`src/hdl/pct_pkg.sv`:
```
package pct_pkg;

   // Countdown step taken off the counter on each tick while enabled, if the counter exceeds it
   localparam logic [31:0] TICK_STEP = 32'd10000;

   // Kinds of input word
   typedef enum logic [1:0] {
      ACT_READ   = 2'd0,
      ACT_WRITE  = 2'd1,
      ACT_TICK   = 2'd2,
      ACT_UNUSED = 2'd3
   } action_type;

   // Register byte offsets
   localparam logic [7:0] OFS_LOAD    = 8'h00;
   localparam logic [7:0] OFS_COUNTER = 8'h04;
   localparam logic [7:0] OFS_CONTROL = 8'h08;
   localparam logic [7:0] OFS_STATUS  = 8'h0c;

   // CONTROL register bit positions
   localparam int CTL_ENABLE_BIT   = 0;
   localparam int CTL_RELOAD_BIT   = 1;
   localparam int CTL_IRQ_EN_BIT   = 2;
   localparam int CTL_PRESCALE_LSB = 8;
   localparam int CTL_PRESCALE_MSB = 15;

endpackage

```
`src/hdl/private_countdown_timer.sv`:
```
// Register-mapped countdown timer. Each request word is a bus read, a bus write, one timer
// tick or an unused action, and each produces exactly one response word carrying read data,
// an access flag and the irq level after the word. A request is accepted in every cycle
// while the response register is empty or being taken; the response appears in the cycle
// after acceptance, from the single register stage holding the timer state and response.
// While a response is stalled, req_stall is held high. Registers: LOAD 0x00 (write-only,
// also sets the counter), COUNTER 0x04, CONTROL 0x08 (enable, auto-reload, irq enable,
// prescale stored but unused), STATUS 0x0c (write one to clear). The irq line is only
// refreshed on expiry and on a STATUS write.
module private_countdown_timer
   import pct_pkg::*;
(
   input  logic        clock,
   input  logic        reset,
   input  logic        req_valid,
   output logic        req_stall,
   input  logic [1:0]  req_action,
   input  logic [7:0]  req_offset,
   input  logic [31:0] req_write_data,
   output logic        rsp_valid,
   input  logic        rsp_stall,
   output logic [31:0] rsp_read_data,
   output logic        rsp_access_ok,
   output logic        rsp_irq_level
);

   logic        run_enable_ff, run_enable_in;
   logic        reload_mode_ff, reload_mode_in;
   logic        interrupt_enable_ff, interrupt_enable_in;
   logic [7:0]  prescale_value_ff, prescale_value_in;
   logic [31:0] reload_value_ff, reload_value_in;
   logic [31:0] count_value_ff, count_value_in;
   logic        event_flag_ff, event_flag_in;
   logic        irq_out_ff, irq_out_in;

   logic        rsp_valid_ff, rsp_valid_in;
   logic [31:0] rsp_read_data_ff, rsp_read_data_in;
   logic        rsp_access_ok_ff, rsp_access_ok_in;

   logic        req_take;
   action_type  act;

   assign req_stall = rsp_valid_ff & rsp_stall;
   assign req_take  = req_valid & ~req_stall;
   assign act       = action_type'(req_action);

   // Next state and response for the incoming word
   always_comb begin
      run_enable_in       = run_enable_ff;
      reload_mode_in      = reload_mode_ff;
      interrupt_enable_in = interrupt_enable_ff;
      prescale_value_in   = prescale_value_ff;
      reload_value_in     = reload_value_ff;
      count_value_in      = count_value_ff;
      event_flag_in       = event_flag_ff;
      irq_out_in          = irq_out_ff;
      rsp_read_data_in    = 32'd0;
      rsp_access_ok_in    = 1'b0;

      unique case (act)
         ACT_READ: begin
            unique case (req_offset)
               OFS_COUNTER: begin
                  rsp_read_data_in = count_value_ff;
                  rsp_access_ok_in = 1'b1;
               end
               OFS_CONTROL: begin
                  rsp_read_data_in[CTL_ENABLE_BIT] = run_enable_ff;
                  rsp_read_data_in[CTL_RELOAD_BIT] = reload_mode_ff;
                  rsp_read_data_in[CTL_IRQ_EN_BIT] = interrupt_enable_ff;
                  rsp_read_data_in[CTL_PRESCALE_MSB:CTL_PRESCALE_LSB] = prescale_value_ff;
                  rsp_access_ok_in = 1'b1;
               end
               OFS_STATUS: begin
                  rsp_read_data_in[0] = event_flag_ff;
                  rsp_access_ok_in    = 1'b1;
               end
               default: begin
                  rsp_access_ok_in = 1'b0;
               end
            endcase
         end
         ACT_WRITE: begin
            unique case (req_offset)
               OFS_LOAD: begin
                  reload_value_in  = req_write_data;
                  count_value_in   = req_write_data;
                  rsp_access_ok_in = 1'b1;
               end
               OFS_COUNTER: begin
                  count_value_in   = req_write_data;
                  rsp_access_ok_in = 1'b1;
               end
               OFS_CONTROL: begin
                  run_enable_in       = req_write_data[CTL_ENABLE_BIT];
                  reload_mode_in      = req_write_data[CTL_RELOAD_BIT];
                  interrupt_enable_in = req_write_data[CTL_IRQ_EN_BIT];
                  prescale_value_in   = req_write_data[CTL_PRESCALE_MSB:CTL_PRESCALE_LSB];
                  // enabling edge with an empty counter in auto-reload
                  if (!run_enable_ff && req_write_data[CTL_ENABLE_BIT] &&
                      (count_value_ff == 32'd0) && req_write_data[CTL_RELOAD_BIT]) begin
                     count_value_in = reload_value_ff;
                  end
                  rsp_access_ok_in = 1'b1;
               end
               OFS_STATUS: begin
                  if (req_write_data[0]) begin
                     event_flag_in = 1'b0;
                  end
                  irq_out_in       = interrupt_enable_ff & event_flag_in;
                  rsp_access_ok_in = 1'b1;
               end
               default: begin
                  rsp_access_ok_in = 1'b0;
               end
            endcase
         end
         ACT_TICK: begin
            rsp_access_ok_in = 1'b1;
            if (run_enable_ff) begin
               if (count_value_ff > TICK_STEP) begin
                  count_value_in = count_value_ff - TICK_STEP;
               end else begin
                  // expiry
                  if (reload_mode_ff) begin
                     count_value_in = reload_value_ff;
                  end else begin
                     count_value_in = 32'd0;
                     run_enable_in  = 1'b0;
                  end
                  event_flag_in = 1'b1;
                  irq_out_in    = interrupt_enable_ff;
               end
            end
         end
         ACT_UNUSED: begin
            rsp_access_ok_in = 1'b0;
         end
      endcase
   end

   // Response register occupancy
   always_comb begin
      rsp_valid_in = rsp_valid_ff;
      if (req_take) begin
         rsp_valid_in = 1'b1;
      end else if (!rsp_stall) begin
         rsp_valid_in = 1'b0;
      end
   end

   // Control state
   always_ff @(posedge clock) begin
      if (reset) begin
         run_enable_ff       <= 1'b0;
         reload_mode_ff      <= 1'b0;
         interrupt_enable_ff <= 1'b0;
         prescale_value_ff   <= 8'd0;
         reload_value_ff     <= 32'd0;
         count_value_ff      <= 32'd0;
         event_flag_ff       <= 1'b0;
         irq_out_ff          <= 1'b0;
         rsp_valid_ff        <= 1'b0;
      end else begin
         rsp_valid_ff <= rsp_valid_in;
         if (req_take) begin
            run_enable_ff       <= run_enable_in;
            reload_mode_ff      <= reload_mode_in;
            interrupt_enable_ff <= interrupt_enable_in;
            prescale_value_ff   <= prescale_value_in;
            reload_value_ff     <= reload_value_in;
            count_value_ff      <= count_value_in;
            event_flag_ff       <= event_flag_in;
            irq_out_ff          <= irq_out_in;
         end
      end
   end

   // Response payload, no reset needed
   always_ff @(posedge clock) begin
      if (req_take) begin
         rsp_read_data_ff <= rsp_read_data_in;
         rsp_access_ok_ff <= rsp_access_ok_in;
      end
   end

   assign rsp_valid     = rsp_valid_ff;
   assign rsp_read_data = rsp_read_data_ff;
   assign rsp_access_ok = rsp_access_ok_ff;
   assign rsp_irq_level = irq_out_ff;

endmodule

```
`config.mk`:
```
export PLATFORM = sky130hd
export DESIGN_NAME = private_countdown_timer
export DESIGN_NICKNAME = d
export VERILOG_FILES = /design/src/hdl/pct_pkg.sv /design/src/hdl/private_countdown_timer.sv
export SDC_FILE = /design/constraint.sdc
export NUM_CORES = 1
export LEC_CHECK = 0
export BUFFER_PORTS_ARGS = -buffer_cell sky130_fd_sc_hd__buf_4
export CAP_MARGIN = 20
export CORE_ASPECT_RATIO = 1.25
export CORE_MARGIN = 3
export CORE_UTILIZATION = 25
export CTS_BUF_LIST = sky130_fd_sc_hd__clkbuf_4 sky130_fd_sc_hd__clkbuf_8 sky130_fd_sc_hd__clkbuf_16
export CTS_CLUSTER_DIAMETER = 30
export DETAILED_ROUTE_END_ITERATION = 16
export MAX_ROUTING_LAYER = met4
export PLACE_DENSITY_LB_ADDON = 0.12
export SLEW_MARGIN = 30
export SYNTH_ARGS = -nofsm -noshare
export SYNTH_HDL_FRONTEND = slang
export SYNTH_SLANG_ARGS = --single-unit
```
`constraint.sdc`:
```
create_clock -name clock -period 12.1 [get_ports clock]
set_clock_uncertainty 0.1 [all_clocks]
set_input_delay 2.42 -clock clock [delete_from_list [all_inputs] [get_ports clock]]
set_output_delay 2.42 -clock clock [all_outputs]
set_load 0.005 [all_outputs]
```
==> qor.yml, run 1 <==
fp.dieH_um: 173
io_buffers: 81
cp.arrival_ns: 6.01
detail-route-antenna-nets: 0
crit_path_start_kind: "input port"
grt_max_degree: 68
ys_top_cells_by_count: "nand2_1, dfxtp_1, a21oi_1, nor2_1, edfxtp_1"
ys_seq_elements: 111
met3_usage_pct: 2.43
grt_use_total_pct: 15.6
synth_nets: 677
drtIter0Drc: 358
yosysSeqAreaShare_pct: 45.5
finalMaxSlewViolations: 0
overflow: 0
cp_cell_sequence: "buf_4 > nor4_1 > nand3b_1 > a21oi_1 > a31o_2 > nand2_1 > o221ai_1"
layout.nets: 729
synthTopCellsByArea: "dfxtp_1, edfxtp_1, a21oi_1"
first_pass_iters: 5
syn_inst: 624
cts_setup_buffers: 0
synth.most_common_cell: "nand2_1"
cts_hold_buf: 0
hpwl_mm: 12.4
cts_buffers: 9
worst_pin_slew_ns: 0.942
cts_root_buf: "clkbuf_16"
drive_gt1_share_pct: 18.2
rsz0062_at_grt: "false"
drv_cap: 0
io_pins: 82
synthFlopType: "dfxtp_1"
avgSynthCellArea_um2: 8.99
synth_top_cell_area_share_pct: 27.8
viasPerCell: 5.18
power_density_nw_per_um2: 130
async_flop_share_pct: 0
critPathKind: "input port to flip-flop"
relSlewSlack_pct: 36.6
cts.clk_slew.worst_paths_ns: 0.07
drt-wirelength-per-cell_um: 19.1
busiest_layer: "met2"
diodes: 0
status: "finished clean"
cts_tree: "yes"
yosys_warnings: 0
grt_pass1_vias: 5119
hold_viol_final: 0
start_util_pct: 25.8
die-width_um: 140
cts_buffer_depth: 2
cts_sinks: 111
die-area_um2: 24300
synth_top_area_cell: "dfxtp_1"
cpPeakStageDelay_ns: 0.81
grt_use_met2_pct: 25.7
grt_pass1_wl_mm: 29.0
ir_worst_vdd_uv: 70.4
gp_congestion: 0.841
grt_antenna_before_repair: 0
fin_crit_sh_pct: 48.3
setup_tns_ns: 0
use_met1_pct: 19.5
critPathCaptureType: "flip-flop"
coreArea_um2: 21800
fmax_mhz: 171
p_leak_uw: 0.00239
hold_path.class: "flip-flop to flip-flop"
cp_max_fo: 35
slowest_stage: "nor4_1"
netlist_area_um2: 5610
post_cts_resized: 0
routed_wl_mm: 18.4
rows: 60
fin_crit_ns: 5.85
drcViolationCount: 0
h-tree-depth: 3
vias: 4974
post_synth_num_cell_types: 65
power.total_uw: 879
synth-edff-count: 33
area_growth_pct: 20.3
required_ns: 12.26
timing.final.setup_violations: 0
clock_latency_ns: 0.36
[cell families after synthesis]
group | share of synthesized area (%)
and+or+nand+nor | 17.9
AOI/OAI and AO/OA | 23.5
DFF | 45.5
buffers and inverters | 5.26
muxes | 3.90
xor gates and xnor gates | 2.34
adders and majority gates | 1.56
[registers in the layout, indices dropped and copies added (netlist names), 8 cells and up]
| register | flops |
|---|---|
| count_value_ff | 32 |
| reload_value_ff | 32 |
| rsp_read_data | 32 |
| prescale_value_ff | 8 |
[through the flow]
| stage | hold WS (ns) | cell area (um^2) | util (%) | instances | setup slack [ns] |
|---|---|---|---|---|---|
| 3_3_place_gp | 0.342 | 6410 | 29.5 | 944 | 6.11 |
| 4_1_cts | 0.357 | 6740 | 31.0 | 960 | 6.29 |
| 6_report | 0.353 | 6750 | 31.0 | 960 | 6.25 |
| 5_1_grt | 0.370 | 6750 | 31.0 | 960 | 6.07 |
| 3_5_place_dp | 0.347 | 6430 | 29.5 | 944 | 5.93 |
| 2_1_floorplan | 0.336 | 5610 | - | 624 | 5.16 |
[power breakdown]
group          switching, uW  total [uW]  leakage [uW]  internal, uW
clock network            142         317      0.000156           175
logic                   96.0         155       0.00127          59.0
registers               12.6         406      0.000966           394
total                    251         879       0.00239           628
[layer usage]
| layer | wire (um) | vias to the layer above |
|---|---|---|
| met4 | 309 | 0 |
| met1 | 8220 | 2406 |
| met3 | 783 | 24 |
| met2 | 9070 | 155 |
| met5 | 0 | - |
| li1 | - | 2389 |
[cells in the final DEF (no fill, tap or decap), types with 3 or more instances in the layout]
master and n:
nor3_1 16, edfxtp_1 33, a32o_1 4, o21ai_0 30
o32ai_1 16, and2_1 15, nand3b_1 3, ha_1 7
mux2i_1 14, buf_4 87, inv_1 17, nor4_1 10
nand4_1 6, a22oi_1 14, a211oi_1 7, dfxtp_1 78
or4_1 3, a22o_1 10, a31oi_1 6, o21a_1 3
a21oi_1 75, and4_1 3, nand3_1 9, nand2_1 100
xor2_1 5, nor2_1 33, mux2_2 7, clkbuf_16 10
xnor2_1 10, o22ai_1 3
[final cells by class]
| type | count | area (um^2) |
|---|---|---|
| Fill cell | 2316 | 15000 |
| Multi-Input combinational cell | 449 | 2810 |
| Sequential cell | 111 | 2550 |
| Timing Repair Buffer | 87 | 653 |
| Tap cell | 279 | 349 |
| Clock buffer | 11 | 258 |
| Inverter | 18 | 67.6 |
| Clock inverter | 5 | 56.3 |
[critical path: cells and delay by family]
family	cells	cell delay, ns
AND/OR/NAND/NOR	3	1.97
AO/OA/AOI/OAI	3	1.50
buffers and inverters	1	0.11
[worst paths after layout]
| kind | start | end | depth (start not counted) | slack [ns] |
|---|---|---|---|---|
| max reg2reg | count_value_ff[4] | count_value_ff[5] | 8 | 8.58 |
| min reg2reg | reload_value_ff[13] | reload_value_ff[13] | 2 | 0.35 |
| min | reload_value_ff[13] | reload_value_ff[13] | 2 | 0.35 |
| max | req_offset[5] | count_value_ff[19] | 7 | 6.25 |
Power figures use the tool's default switching activity.
==> inputs of run 2 (changes only) <==
--- a/config.mk
+++ b/config.mk
@@ -5,6 +5,7 @@
 export SDC_FILE = /design/constraint.sdc
 export NUM_CORES = 1
 export LEC_CHECK = 0
+export ABC_AREA = 1
 export BUFFER_PORTS_ARGS = -buffer_cell sky130_fd_sc_hd__buf_4
 export CAP_MARGIN = 20
 export CORE_ASPECT_RATIO = 1.25
==> constraint.sdc (replaced) <==
create_clock -name clock -period 5.6 [get_ports clock]
set_clock_uncertainty 0.1 [all_clocks]
set_input_delay 1.12 -clock clock [delete_from_list [all_inputs] [get_ports clock]]
set_output_delay 1.12 -clock clock [all_outputs]
set_load 0.005 [all_outputs]
==> qor.yml, run 2 <==
status: "finished clean"  # unchanged
drv_cap: 0  # unchanged
post_synth_num_cell_types: 36  # was 65
cp_cell_sequence: "nor2_1 > nand2_1 > a21oi_2 > nand2_1 > nand2_2 > nand2_2 > o21bai_2 > nand2_1 > nand2_1 > nor2_1 > nor2_1"  # was buf_4 > nor4_1 > nand3b_1 > a21oi_1 > a31o_2 > nand2_1 > o221ai_1
hold_path.class: "flip-flop to flip-flop"  # unchanged
cts_hold_buf: 0  # unchanged
yosysSeqAreaShare_pct: 41.6  # was 45.5%
ys_seq_elements: 111  # unchanged
diodes: 0  # unchanged
start_util_pct: 25.6  # was 25.8%
routed_wl_mm: 20.6  # was 18.4 mm
cts_root_buf: "clkbuf_16"  # unchanged
layout_commonest_cell: "nand2_1"  # unchanged
gp_congestion: 0.832  # was 0.841
synth-edff-count: 33  # unchanged
required_ns: 5.80  # was 12.26 ns
io_pins: 82  # unchanged
io_buffers: 81  # unchanged
netlist_area_um2: 6140  # was 5610 um^2
grt_max_degree: 52  # was 68
combinationalPowerShare_pct: 20.2  # was 17.6%
p_sw_share_pct: 31.4  # was 28.5%
synth_top_area_cell: "dfxtp_1"  # unchanged
multiInputGateArea_um2: 3020  # was 2810 um^2
drive_gt1_share_pct: 14.8  # was 18.2%
fill_cells: 2713  # was 2316
yosys_warnings: 0  # unchanged
hpwl_mm: 15.5  # was 12.4 mm
intPower_uw: 1380  # was 628 uW
cp_max_fo: 20  # was 35
ys_top_cells_by_count: "nand2_1, nor2_1, inv_1, nand3_1, dfxtp_1"  # was nand2_1, dfxtp_1, a21oi_1, nor2_1, edfxtp_1
p_leak_uw: 0.00312  # was 0.00239 uW
grt_use_total_pct: 16.0  # was 15.6%
worst_pin_slew_ns: 0.904  # was 0.942 ns
fin_crit_ns: 3.37
synth_nets: 932  # was 677
place_area_um2: 7010  # was 6430 um^2
slowest_stage: "o21bai_2"  # was nor4_1
die-area_um2: 26500  # was 24300 um^2
finalMaxSlewViolations: 0  # unchanged
drcViolationCount: 0  # unchanged
cp_common_cell: "nand2_1"
cts_sinks: 111  # unchanged
cts_tree: "yes"  # unchanged
layout.nets: 992  # was 729
synthTopCellsByArea: "dfxtp_1, edfxtp_1, nand2_1"  # was dfxtp_1, edfxtp_1, a21oi_1
hold_viol_final: 0  # unchanged
detail-route-antenna-nets: 0  # unchanged
fp.dieH_um: 181  # was 173 um
viasPerCell: 4.57  # was 5.18
fin_crit_sh_pct: 60.2
grt_pass1_vias: 5664  # was 5119
area_growth_pct: 19.5  # was 20.3%
drt-wirelength-per-cell_um: 16.2  # was 19.1 um
drtIter0Drc: 381  # was 358
cpPeakStageDelay_ns: 0.75  # was 0.81 ns
cts_buffers: 9  # unchanged
h-tree-depth: 3  # unchanged
critPathCaptureType: "flip-flop"  # unchanged
grt_pass1_wl_mm: 32.4  # was 29.0 mm
ir_worst_vdd_uv: 150  # was 70.4 uV
vias: 5797  # was 4974
relSlewSlack_pct: 39.4  # was 36.6%
regArea_um2: 2550  # unchanged
rows: 63  # was 60
overflow: 0  # unchanged
clock_latency_ns: 0.37  # was 0.36 ns
switchingPower_uw: 634  # was 251 uW
seq_power_share_pct: 43.3  # was 46.3%
grt_antenna_before_repair: 0  # unchanged
async_flop_share_pct: 0  # unchanged
final_area_um2: 7330  # was 6750 um^2
cts_setup_buffers: 0  # unchanged
crit_path_start_kind: "flip-flop"  # was input port
cts.clk_slew.worst_paths_ns: 0.09  # was 0.07 ns
synth_top_cell_area_share_pct: 25.4  # was 27.8%
syn_inst: 879  # was 624
coreArea_um2: 24000  # was 21800 um^2
avgSynthCellArea_um2: 6.98  # was 8.99 um^2
synth.most_common_cell: "nand2_1"  # unchanged
cts_buffer_depth: 2  # unchanged
setup_tns_ns: 0  # unchanged
rsz0062_at_grt: "false"  # unchanged
critPathKind: "flip-flop to flip-flop"  # was input port to flip-flop
cp.arrival_ns: 3.57  # was 6.01 ns
p_clk_share_pct: 36.5  # was 36.1%
die-width_um: 146  # was 140 um
first_pass_iters: 5  # unchanged
fmax_mhz: 297
timing.final.setup_violations: 0  # unchanged
synthFlopType: "dfxtp_1"  # unchanged
final_cell_mix: "nand2_1, nor2_1, inv_1, buf_4, nand3_1"  # was nand2_1, buf_4, dfxtp_1, a21oi_1
post_cts_resized: 0  # unchanged
power_density_nw_per_um2: 275  # was 130 nW/um^2
==> run 2: cell count changes after synthesis, moves of 15 or more <==
cell     change
a21oi_1     -17
o32ai_1     -16
o21ai_0     +31
inv_1       +73
nand2_1     +82
nor2_1     +106
nand3_1     +76
and2_1      -15
==> run 2: metal layers <==
| layer | track usage [%] | vias to the layer above | wire length, um |
|---|---|---|---|
| met4 | 4.71 | 0 | 399 |
| met5 | - | - | 0 |
| met3 | 2.58 | 18 | 610 |
| met2 | 25.0 | 104 | 9550 |
| met1 | 21.4 | 2672 | 9990 |
| li1 | - | 3003 | - |
==> run 2: metrics by stage <==
step / setup WS [ns] / total power, uW / hold slack (ns) / utilization (%) / cells
detailed placement: 1.91 / 1300 / 0.352 / 29.2 / 1253
global placement: 1.98 / 1310 / 0.351 / 29.2 / 1253
CTS: 2.18 / 2040 / 0.364 / 30.6 / 1269
global route: 1.95 / 2120 / 0.378 / 30.6 / 1269
floorplan: 2.32 / 1160 / 0.337 / - / 879
finish: 2.23 / 2020 / 0.364 / 30.6 / 1269
==> run 2: cell families after synthesis <==
family | share of synthesized area (%)
and+or+nand+nor | 31.7
adders and majority gates | 1.43
AOI/OAI and AO/OA | 14.8
buffers and inverters | 9.30
xor gates and xnor gates | 1.14
DFF | 41.6
==> run 2: final timing paths <==
kind	from	end	slack, ns	depth (start not counted)
hold / removal	reload_value_ff[4]	count_value_ff[4]	0.36	2
hold reg to reg	reload_value_ff[4]	count_value_ff[4]	0.36	2
setup reg to reg	count_value_ff[15]	count_value_ff[21]	2.23	11
setup / recovery	count_value_ff[15]	count_value_ff[21]	2.23	11
==> run 2: critical path: cells and delay by family, from the launching register on <==
family	cells	cell delay [ns]
AND/OR/NAND/NOR	9	1.82
flip-flops	1	0.37
AO/OA/AOI/OAI	2	1.00
==> run 2: final cells by class <==
cell class | instances | share of cell area (%)
clock buffer | 9 | 3.07
clock inverter | 7 | 1.40
inverter | 100 | 5.12
multi-input combinational | 630 | 41.2
sequential | 111 | 34.8
tap | 325 | 5.55
timing repair buffer | 87 | 8.91
==> run 2: power groups by stage <==
stage / Combinational (uW) / Sequential [uW] / Clock (uW)
after floorplan: 268 / 889 / 0
after CTS: 411 / 874 / 755
after global routing: 458 / 878 / 787
final: 407 / 874 / 736
after detailed placement: 409 / 893 / 0
after global placement: 414 / 893 / 0
